$ cat src/design/clex_pkg.sv
package clex_pkg;

  localparam int unsigned OFFSET_W = 32;
  localparam int unsigned LINE_W   = 24;
  localparam int unsigned COLUMN_W = 16;
  localparam int unsigned LENGTH_W = 16;

  // character codes
  localparam logic [7:0] CH_NUL   = 8'h00;
  localparam logic [7:0] CH_TAB   = 8'h09;
  localparam logic [7:0] CH_LF    = 8'h0a;
  localparam logic [7:0] CH_CR    = 8'h0d;
  localparam logic [7:0] CH_SPACE = 8'h20;
  localparam logic [7:0] CH_COMMA = 8'h2c;
  localparam logic [7:0] CH_DASH  = 8'h2d;
  localparam logic [7:0] CH_DOT   = 8'h2e;
  localparam logic [7:0] CH_0     = 8'h30;
  localparam logic [7:0] CH_9     = 8'h39;
  localparam logic [7:0] CH_UA    = 8'h41;
  localparam logic [7:0] CH_UZ    = 8'h5a;
  localparam logic [7:0] CH_UNDER = 8'h5f;
  localparam logic [7:0] CH_LA    = 8'h61;
  localparam logic [7:0] CH_LZ    = 8'h7a;

  typedef enum logic [2:0] {
    KIND_INT   = 3'd0,
    KIND_DEC   = 3'd1,
    KIND_WORD  = 3'd2,
    KIND_COMMA = 3'd3,
    KIND_NL    = 3'd4,
    KIND_END   = 3'd5,
    KIND_ERR   = 3'd6
  } clex_kind_e;

  typedef enum logic [2:0] {
    MODE_IDLE = 3'd0,
    MODE_INT  = 3'd1,
    MODE_DEC  = 3'd2,
    MODE_WORD = 3'd3,
    MODE_ERR  = 3'd4
  } clex_mode_e;

  typedef struct packed {
    logic [7:0] ch;
    logic       is_end;
  } clex_in_t;

  typedef struct packed {
    clex_kind_e            token_kind;
    logic [OFFSET_W-1:0]   start_offset;
    logic [LINE_W-1:0]     start_line;
    logic [COLUMN_W-1:0]   start_column;
    logic [LENGTH_W-1:0]   token_length;
    logic                  last;
  } clex_out_t;

  typedef struct packed {
    clex_mode_e mode;
    logic       nl_pend;
  } clex_stat_t;

endpackage

$ cat src/design/clex_core.sv
module clex_core import clex_pkg::*; (
  input  logic       clk_i,
  input  logic       rst_ni,
  input  logic       accept_i,
  input  clex_in_t   in_data_i,
  output clex_out_t  res0_o,
  output clex_out_t  res1_o,
  output logic [1:0] push_n_o,
  output clex_stat_t stat_o
);

  clex_mode_e          mode_q, mode_d;
  logic                nl_pend_q, nl_pend_d;
  logic [OFFSET_W-1:0] cur_off_q, cur_off_d, tok_off_q, tok_off_d, off_inc;
  logic [LINE_W-1:0]   cur_line_q, cur_line_d, tok_line_q, tok_line_d, line_inc;
  logic [COLUMN_W-1:0] cur_col_q, cur_col_d, tok_col_q, tok_col_d, col_inc;
  logic [LENGTH_W-1:0] tok_len_q, tok_len_d, len_inc;

  logic [7:0] ch;
  logic stop, digit, alpha, space, is_lf, is_comma, is_dot, word_ch;
  logic tok_mode, cont, adv;
  logic c1, c2, c3;
  logic [1:0] n;
  clex_out_t cand1, cand2, cand3;

  always_comb begin
    ch       = in_data_i.ch;
    stop     = in_data_i.is_end | (ch == CH_NUL);
    digit    = ch inside {[CH_0:CH_9]};
    alpha    = ch inside {[CH_LA:CH_LZ], [CH_UA:CH_UZ]};
    space    = (ch == CH_SPACE) || (ch inside {[CH_TAB:CH_CR]});
    is_lf    = (ch == CH_LF);
    is_comma = (ch == CH_COMMA);
    is_dot   = (ch == CH_DOT);
    word_ch  = alpha | digit | (ch == CH_DASH) | (ch == CH_UNDER);

    tok_mode = (mode_q == MODE_INT) || (mode_q == MODE_DEC) || (mode_q == MODE_WORD);
    cont     = ((mode_q == MODE_INT) && (digit || is_dot)) ||
               ((mode_q == MODE_DEC) && digit) ||
               ((mode_q == MODE_WORD) && word_ch);

    // saturating position counters
    off_inc  = (cur_off_q == '1) ? cur_off_q : cur_off_q + OFFSET_W'(1);
    line_inc = (cur_line_q == '1) ? cur_line_q : cur_line_q + LINE_W'(1);
    col_inc  = (cur_col_q == '1) ? cur_col_q : cur_col_q + COLUMN_W'(1);
    len_inc  = (tok_len_q == '1) ? tok_len_q : tok_len_q + LENGTH_W'(1);

    // result candidates: closed token, pending new line, comma/error/end
    c1 = tok_mode & (stop | ~cont);
    c2 = nl_pend_q & (mode_q == MODE_IDLE) & (stop | ~space);
    c3 = stop | ((mode_q != MODE_ERR) & ~cont & ~space & ~digit & ~alpha);

    cand1.token_kind   = (mode_q == MODE_INT) ? KIND_INT :
                         (mode_q == MODE_DEC) ? KIND_DEC : KIND_WORD;
    cand1.start_offset = tok_off_q;
    cand1.start_line   = tok_line_q;
    cand1.start_column = tok_col_q;
    cand1.token_length = tok_len_q;
    cand1.last         = 1'b0;

    cand2.token_kind   = KIND_NL;
    cand2.start_offset = cur_off_q;
    cand2.start_line   = cur_line_q;
    cand2.start_column = cur_col_q;
    cand2.token_length = '0;
    cand2.last         = 1'b0;

    cand3.token_kind   = stop ? KIND_END : (is_comma ? KIND_COMMA : KIND_ERR);
    cand3.start_offset = cur_off_q;
    cand3.start_line   = cur_line_q;
    cand3.start_column = cur_col_q;
    cand3.token_length = stop ? '0 : LENGTH_W'(1);
    cand3.last         = 1'b0;

    n      = 2'(c1) + 2'(c2) + 2'(c3);
    res0_o = c1 ? cand1 : (c2 ? cand2 : cand3);
    res1_o = (c1 & c2) ? cand2 : cand3;
    res0_o.last = (n == 2'd1);
    res1_o.last = 1'b1;
    push_n_o    = accept_i ? n : 2'd0;

    // next state
    mode_d     = mode_q;
    nl_pend_d  = nl_pend_q;
    tok_off_d  = tok_off_q;
    tok_line_d = tok_line_q;
    tok_col_d  = tok_col_q;
    tok_len_d  = tok_len_q;
    adv        = 1'b0;

    if (stop) begin
      mode_d     = MODE_IDLE;
      nl_pend_d  = 1'b0;
      tok_off_d  = '0;
      tok_line_d = LINE_W'(1);
      tok_col_d  = COLUMN_W'(1);
      tok_len_d  = '0;
    end else if (mode_q != MODE_ERR) begin
      if (cont) begin
        tok_len_d = len_inc;
        adv       = 1'b1;
        if ((mode_q == MODE_INT) && is_dot) begin
          mode_d = MODE_DEC;
        end
      end else begin
        mode_d = MODE_IDLE;
        if (space) begin
          nl_pend_d = nl_pend_q | is_lf;
          adv       = 1'b1;
        end else begin
          nl_pend_d = 1'b0;
          if (is_comma) begin
            adv = 1'b1;
          end else if (digit || alpha) begin
            mode_d     = digit ? MODE_INT : MODE_WORD;
            tok_off_d  = cur_off_q;
            tok_line_d = cur_line_q;
            tok_col_d  = cur_col_q;
            tok_len_d  = LENGTH_W'(1);
            adv        = 1'b1;
          end else begin
            mode_d = MODE_ERR;
          end
        end
      end
    end

    cur_off_d  = cur_off_q;
    cur_line_d = cur_line_q;
    cur_col_d  = cur_col_q;
    if (stop) begin
      cur_off_d  = '0;
      cur_line_d = LINE_W'(1);
      cur_col_d  = COLUMN_W'(1);
    end else if (adv) begin
      cur_off_d  = off_inc;
      cur_line_d = is_lf ? line_inc : cur_line_q;
      cur_col_d  = is_lf ? COLUMN_W'(1) : col_inc;
    end
  end

  always_ff @(posedge clk_i or negedge rst_ni) begin
    if (!rst_ni) begin
      mode_q     <= MODE_IDLE;
      nl_pend_q  <= 1'b0;
      cur_off_q  <= '0;
      cur_line_q <= LINE_W'(1);
      cur_col_q  <= COLUMN_W'(1);
      tok_off_q  <= '0;
      tok_line_q <= LINE_W'(1);
      tok_col_q  <= COLUMN_W'(1);
      tok_len_q  <= '0;
    end else if (accept_i) begin
      mode_q     <= mode_d;
      nl_pend_q  <= nl_pend_d;
      cur_off_q  <= cur_off_d;
      cur_line_q <= cur_line_d;
      cur_col_q  <= cur_col_d;
      tok_off_q  <= tok_off_d;
      tok_line_q <= tok_line_d;
      tok_col_q  <= tok_col_d;
      tok_len_q  <= tok_len_d;
    end
  end

  assign stat_o.mode    = mode_q;
  assign stat_o.nl_pend = nl_pend_q;

endmodule

$ cat src/design/csv_number_word_lexer.sv
// streaming lexer for csv-like text: one source byte per request in, tokens out
// (integer, decimal, word, comma, new line, end, error), each with the offset,
// line and column where it starts and its saturating length. a request is taken
// every cycle the queue has room for it; classification, position counting and
// token closing happen in one combinational pass off the lexer state registers,
// and the one or two tokens a byte causes are written into a four-entry result
// queue as the request is taken. it drains one token per cycle while out_ready_i
// is high, so the input side runs at one byte per cycle whenever the output keeps
// up; in_ready_o drops only while fewer than two queue slots are free.
// a zero byte or is_end closes the source and resets all counters.
module csv_number_word_lexer import clex_pkg::*; (
  input  logic      clk_i,
  input  logic      rst_ni,
  input  logic      in_valid_i,
  output logic      in_ready_o,
  input  clex_in_t  in_data_i,
  output logic      out_valid_o,
  input  logic      out_ready_i,
  output clex_out_t out_data_o
);

  localparam int unsigned QDepth = 4;
  localparam int unsigned QPtrW  = $clog2(QDepth);
  localparam int unsigned QCntW  = $clog2(QDepth + 1);

  logic       in_fire, out_fire;
  clex_out_t  res0, res1;
  logic [1:0] push_n;
  clex_stat_t core_stat;

  // result queue storage and pointers
  clex_out_t         q_mem [QDepth];
  logic [QPtrW-1:0]  wr_q, wr_d, rd_q, rd_d;
  logic [QCntW-1:0]  cnt_q, cnt_d;

  // accept a byte only when both of its possible tokens fit
  assign in_ready_o  = (cnt_q <= QCntW'(QDepth - 2));
  assign in_fire     = in_valid_i & in_ready_o;
  assign out_valid_o = (cnt_q != '0);
  assign out_fire    = out_valid_o & out_ready_i;
  assign out_data_o  = q_mem[rd_q];

  clex_core u_core (
    .clk_i     (clk_i),
    .rst_ni    (rst_ni),
    .accept_i  (in_fire),
    .in_data_i (in_data_i),
    .res0_o    (res0),
    .res1_o    (res1),
    .push_n_o  (push_n),
    .stat_o    (core_stat)
  );

  always_comb begin
    wr_d  = wr_q + QPtrW'(push_n);
    rd_d  = rd_q + QPtrW'(out_fire);
    cnt_d = cnt_q + QCntW'(push_n) - QCntW'(out_fire);
  end

  always_ff @(posedge clk_i or negedge rst_ni) begin
    if (!rst_ni) begin
      wr_q  <= '0;
      rd_q  <= '0;
      cnt_q <= '0;
    end else begin
      wr_q  <= wr_d;
      rd_q  <= rd_d;
      cnt_q <= cnt_d;
    end
  end

  // token entries carry no reset
  always_ff @(posedge clk_i) begin
    if (push_n != 2'd0) begin
      q_mem[wr_q] <= res0;
    end
    if (push_n == 2'd2) begin
      q_mem[wr_q + QPtrW'(1)] <= res1;
    end
  end

`ifndef NO_ASSERTIONS
  a_q_no_overflow: assert property (@(posedge clk_i) disable iff (!rst_ni)
    cnt_q <= QCntW'(QDepth))
    else $error("result queue overflow");

  a_end_gives_token: assert property (@(posedge clk_i) disable iff (!rst_ni)
    (in_fire && (in_data_i.is_end || in_data_i.ch == CH_NUL)) |-> push_n != 2'd0)
    else $error("end of source produced no token");

  a_end_resets_lexer: assert property (@(posedge clk_i) disable iff (!rst_ni)
    (in_fire && (in_data_i.is_end || in_data_i.ch == CH_NUL))
      |=> (core_stat.mode == MODE_IDLE) && !core_stat.nl_pend)
    else $error("lexer not idle after end of source");
`endif

endmodule

$ cat config.mk
export PLATFORM = sky130hd
export DESIGN_NAME = csv_number_word_lexer
export DESIGN_NICKNAME = d
export VERILOG_FILES = /design/src/design/clex_pkg.sv /design/src/design/clex_core.sv /design/src/design/csv_number_word_lexer.sv
export SDC_FILE = /design/constraint.sdc
export NUM_CORES = 1
export LEC_CHECK = 0
export CORE_MARGIN = 5
export CORE_UTILIZATION = 51
export CTS_BUF_LIST = sky130_fd_sc_hd__clkbuf_16
export DETAILED_ROUTE_END_ITERATION = 12
export DONT_BUFFER_PORTS = 1
export PLACE_DENSITY_LB_ADDON = 0.15
export RECOVER_POWER = 25
export REMOVE_ABC_BUFFERS = 1
export SLEW_MARGIN = 20
export SYNTH_ARGS = -nofsm -noshare
export SYNTH_HDL_FRONTEND = slang
export SYNTH_SLANG_ARGS = --single-unit
$ cat constraint.sdc
create_clock -name clk_i -period 6.05 [get_ports clk_i]
set_clock_uncertainty 0.1 [all_clocks]
set_input_delay 0.3025 -clock clk_i [delete_from_list [all_inputs] [get_ports clk_i]]
set_output_delay 0.3025 -clock clk_i [all_outputs]
set_load 0.01 [all_outputs]
-- Yosys cells after proc, flatten, opt, wreduce, memory -nomap -nowiden
Memories as Yosys holds them, arrays and structs flattened.
Cells that the tools add are included.
- bits in registers: 171
- bits in writable memories: 368
- bits of input ports: 13
- output and inout port bits: 94
- memories: 1
- memories (name ; depth ; bits a word ; rd ports ; clocked after Yosys merged registers in ; write ports ; line ; RTL):
    q_mem ; 4 ; 92 ; 1 ; 0 ; 2 ; csv_number_word_lexer.sv:32 ; clex_out_t q_mem [QDepth];
- add/sub/neg operators: 11
- magnitude comparators: 9
- equality and inequality tests: 26
- mux-type cells: 67
- bitwise operators: 22
- reduce and logical (&&, ||, !) cells: 32
- operators by type and width (kind ; count):
    2-to-1 mux 32 bit ; 9
    2-to-1 mux 92 bit ; 3
    2-to-1 mux 16 bit ; 17
    2-to-1 mux 24 bit ; 10
    adder 16 x 1 -> 16 bit (second input constant) ; 2
    adder 32 x 1 -> 32 bit (second input constant) ; 1
    == test 16 bit (second input constant) ; 2
    == test 32 bit (second input constant) ; 1
    == test 8 x 6 -> 1 bit (second input constant) ; 4
    2-to-1 mux 3 bit ; 10
    adder 24 x 1 -> 24 bit (second input constant) ; 1
    == test 24 bit (second input constant) ; 1
    >= comparator 8 x 7 -> 1 bit (second input constant) ; 2
    less-or-equal comparator 8 x 7 -> 1 bit (second input constant) ; 2
    2-to-1 mux 1 bit ; 15
    inequality test 3 x 2 -> 1 bit (second input constant) ; 4
    AND reduction 3 bit ; 4
    AND reduction 6 bit ; 2
    nonzero test 2 bit ; 6
    bitwise AND 1 bit ; 10
    inequality test 2 x 1 -> 1 bit (second input constant) ; 5
    == test 8 x 4 -> 1 bit (second input constant) ; 1
    == test 8 x 7 -> 1 bit (second input constant) ; 1
    >= comparator 8 x 4 -> 1 bit (second input constant) ; 1
    other kinds (25) ; 53

-- Depth between registers and ports, before layout
- word-level depth: 19
- gate-level depth with buffers: 19
- mapped depth without buffers: 13

-- Modules after synthesis
Synthesis repeated with hierarchy kept, for this count alone.
- cells, all modules: 1866
- area total of the unflattened synthesis: 28434.8 sq um
- by module, submodules not included (module ; instances ; cells an instance ; area an instance (sq um) ; seq. area each (sq um)):
    csv_number_word_lexer ; 1 ; 930 ; 18803.0 ; 11225.8
    clex_core ; 1 ; 936 ; 9631.7 ; 4108.9

-- Worst setup path before layout
OpenSTA, ideal clock, no wires.
- kind: register to register
- start point: reg u_core.mode_q[1]
- end point: mem q_mem[0][57] (netlist name) (data pin)
- library setup time: 156 ps
- arrival: 6015 ps
- required time: 5794 ps
- setup slack: -221 ps
- cell stages (with the launch flop): 18
- path buffers: 5
- period minus slack after synthesis: 6271 ps
- cells stage by stage: dfrtp_1 clkbuf_1 nand3b_1 a211o_1 clkinv_1 o31ai_2 buf_2 buf_2 nand2_1 fa_1 nand2_1 nand3_1 or3_1 clkbuf_1 nand2_1 clkbuf_1 nand2_1 o2bb2ai_1
- RTL lines (what ; line ; RTL):
    start, declared ; clex_core.sv:12 ; clex_mode_e mode_q, mode_d;
    start signal, assigned ; clex_core.sv:154 ; mode_q <= mode_d;
    end, declared ; csv_number_word_lexer.sv:32 ;

-- Final worst setup path
- start point: in in_data_i[2] (netlist name)
- end point: reg u_core.tok_off_q[9]
- word-level cells in the longest chain between the ends: 10
- elaborated cells between the ends (all ways): 38
- ends and longest elaborated chain (what ; line ; RTL):
    start, declared ; csv_number_word_lexer.sv:16 ; input clex_in_t in_data_i,
    >= comparator 8 x 7 -> 1 bit / less-or-equal comparator 8 x 7 -> 1 bit (equally long branches) ; clex_core.sv:30 ; alpha = ch inside {[CH_LA:CH_LZ], [CH_UA:CH_UZ]};
    logical AND 1 bit ; clex_core.sv:30 ;
    nonzero test 2 bit ; clex_core.sv:30 ;
    bitwise OR 1 bit (3 in a row) ; clex_core.sv:35 ; word_ch = alpha | digit | (ch == CH_DASH) | (ch == CH_UNDER);
    logical AND 1 bit ; clex_core.sv:40 ; ((mode_q == MODE_WORD) && word_ch);
    logical OR 1 bit ; clex_core.sv:39 ; ((mode_q == MODE_DEC) && digit) ||
    inequality test 2 x 1 -> 1 bit (no source line) ; -- ;
    AND reduction 6 bit (no source line) ; -- ;
    end signal, assigned ; clex_core.sv:159 ; tok_off_q <= tok_off_d;
    end, declared ; clex_core.sv:14 ; logic [OFFSET_W-1:0] cur_off_q, cur_off_d, tok_off_q, tok_off_d, off_inc;
Parallel ways exist; a longest one is shown, timed or not.
A chain may end at the register's enable or synchronous reset.

==> results.md <==
- Mapped Cells: 2,301
- Critical path launch point: in_data_i[2]
- RSZ-0062 raised after global routing: false
- Clock sink total: 539
- Cell Int Power: 7390 µW
- CP endpoint: u_core.tok_off_q[9]
- Final core utilization: 0.555
- Remaining global-route overflow: 0
- Die area: 57,200 µm²
- Post-route cell area: 29,100 µm²
- Outcome: complete, but fails checks
- Worst R2R Setup Slack: 910 ps
- Final wirelength: 77.9 mm
- Count of cell types in the netlist: 82
- GP Congestion: 0.870
- Sum Neg Setup Slack: 0 ps
- Total vias in the final route: 20,200
- Iteration-0 DRC Markers: 2,342
- Pin count of the biggest net entering global routing: 172
- Fraction of layout cells with a size suffix above 1: 0.122
- Reg-to-reg endpoint: u_core.tok_len_q[0]
- Filler cells: 4,294
- PortBufs: 0
- Area after DPL: 27,200 µm²
- Wirelength per Cell: 27.1 µm
- Flop pwr share: 0.404
- Clk slew on worst S/H paths: 60 ps
- Post-Syn Area: 26,800 µm²
- FFs w/ async S/R, synth: 0.317
- Max-cap check violation count: 5
- Critical path arrival: 5730 ps
- Fmax: 184 MHz
- Period utilization: 0.897
- Hold Startpoint: in_data_i[0]
- Placed wire-length estimate: 42.1 mm
- ANT nets after route: 0
- CTS H-Tree Depth: 2
- Max Slew Vio Count: 183
- Antenna diodes: 0
- Hold_buf cts: 9
- Worst Path Max Fanout: 73
- Area grow syn2layout: 8.55%
- Worst slew pin tran: 2730 ps
- Post-synth EDFFs: 304
- Max VDD drop: 0.441 mV
- # setup viols final: 0
- Most used flip-flop cell after synthesis: edfxtp_1
- Rows: 84
- Placeable Area: 52,300 µm²
- Root Driver: clkbuf_16
- CP Launch Type: input pin
- PwrDens: 409 nW/µm²
- Leakage power: 0.00959 µW
- Slew margin rel.: -0.825
- Avg Cell Area, Syn: 11.6 µm²
- Hold Slack: 65.7 ps
- Shortest period the worst path allows: 5430 ps
- Tot GR Track Use: 0.267
- Clk_lat worst skew: 620 ps
- Die width: 239 µm
- Setup Fix Bufs, Post-CTS: 0
- CTS tree: yes
- Sw Pwr: 4510 µW
- Net Sw Frac: 0.379
- # DRC: 0
- FF-to-FF Start: u_core.mode_q[2]
- Vias in the first global route: 19,800
- TritonCTS Buffers: 57
- Non-Filler Instances: 2,874
- Dpl cells: 2,757
- Die height: 239 µm
- Kind of critical path: input pin to register
- Initial antenna violation count: 0
- Final net count: 2,161
- Final Hold Viols: 0
- Initial Util: 0.512
- Clk pwr share: 0.292
- CP Capture Type: register
- Worst path required time: 6350 ps
- Synthesized flop and latch total: 539
- First-pass GRT wire length: 120 mm
- Via density per instance: 7.03
- Io pins: 107
- Violated checks: capacitance limit, slew limit
- Hold Path Class: input pin to register
- Total iterations of the first detailed-routing run: 6
- Comb power frac: 0.304
- Synthesis warning total: 0
- R2R cell count: 6
- Post-CTS sizing: 0
- Clk buf depth: 3
- Sequential element share of the synthesized area: 0.549
## through the flow
step	setup slack (ps)	power [µW]
3_3_place_gp	1180	8360
5_1_grt	444	12400
4_1_cts	1080	11900
3_5_place_dp	1090	8440
6_report	621	11900
2_1_floorplan	-4920	6970
## placed cells by master (no fill, tap or decap), drive strengths merged, types with 6 or more instances in the layout
master,count
a21oi,35
a31oi,25
a32o,174
a41oi,10
and2,17
and3,25
and4,9
buf,48
clkbuf,62
clkinv,24
dfrtp,167
dfxtp,64
dlygate4sd3,8
edfxtp,304
ha,9
inv,34
mux4,92
nand2,259
nand3,148
nand4,25
nor2,36
nor3,21
nor4,12
o21ai,239
o22ai,19
o2bb2ai,115
o311ai,16
o31ai,60
o41ai,6
or2,7
or3,12
or4,12
xnor2,6
## flip-flops by register name (all words and copies together), names as in the netlist
| name | cells |
|---|---|
| u_core.tok_len_q | 16 |
| u_core.tok_off_q | 32 |
| u_core.tok_col_q | 16 |
| rd_q | 2 |
| u_core.cur_off_q | 32 |
| u_core.cur_line_q | 24 |
| u_core.nl_pend_q | 1 |
| wr_q | 2 |
| u_core.tok_line_q | 24 |
| u_core.mode_q | 3 |
| cnt_q | 3 |
| q_mem | 368 |
| u_core.cur_col_q | 16 |
## cells in the mapped netlist, types with 29 or more instances
cell type  count  area (µm²)
buf_2         48         240
nand3_1      148         741
mux4_2        92        2070
dfxtp_1       64        1280
a21oi_1       35         175
buf_1         29         109
dfrtp_1      167        4180
edfxtp_1     304        9130
nor2_1        36         135
o21ai_0      236        1180
o31ai_1       59         443
clkbuf_1     191         717
a32o_1       174        1740
o2bb2ai_1    115        1010
nand2_1      259         972
## how the worst min path moves through the flow
stage | to | slack [ps] | cells past startpoint
2_1_floorplan | cnt_q[0] | -90 | 0
3_3_place_gp | u_core.tok_len_q[10] | -80 | 0
3_5_place_dp | u_core.tok_len_q[10] | -80 | 0
4_1_cts | q_mem[2][71] | 30 | 4
5_1_grt | q_mem[2][71] | 70 | 4
6_report | q_mem[2][71] | 70 | 4
## worst max-delay path, stage by stage
cell and delay, ps:
nor2_1 60, a31oi_4 260, clkbuf_1 1690, buf_4 960, a31oi_1 400, buf_4 340
nand2b_2 1360, o21ai_0 310
## power by group through the flow
| stage | Clock [µW] | Sequential (µW) | Combinational (µW) |
|---|---|---|---|
| floorplan | 0 | 4860 | 2110 |
| global placement | 0 | 4860 | 3500 |
| detailed placement | 0 | 4880 | 3550 |
| CTS | 3530 | 4810 | 3600 |
| global route | 3680 | 4870 | 3810 |
| finish | 3470 | 4810 | 3620 |
## metal layers
metal,routed length (µm),share of wire,GRT usage,up-vias
met1,31100,0.40,0.366,10200
li1,-,-,-,8787
met3,7660,0.098,0.0650,135
met4,1750,0.023,0.0721,0
met2,37400,0.48,0.432,1035
met5,0,0,0,-
## final cells by class
type,instances,area (µm²),area share
timing repair buffer,57,627,0.0216
clock inverter,47,327,0.0112
clock buffer,61,1530,0.0525
sequential,539,14700,0.506
tap,688,861,0.0296
inverter,17,63.8,0.00219
multi-input combinational,1465,11000,0.377
## cell families after synthesis
logic type | synth area share
adders and majority gates | 0.00570
buffers and inverters | 0.0451
DFF | 0.549
xor gates and xnor gates | 0.00229
AOI/OAI and AO/OA | 0.206
muxes | 0.0789
and+or+nand+nor | 0.113
Note: power is estimated with default switching activity, not from simulation.
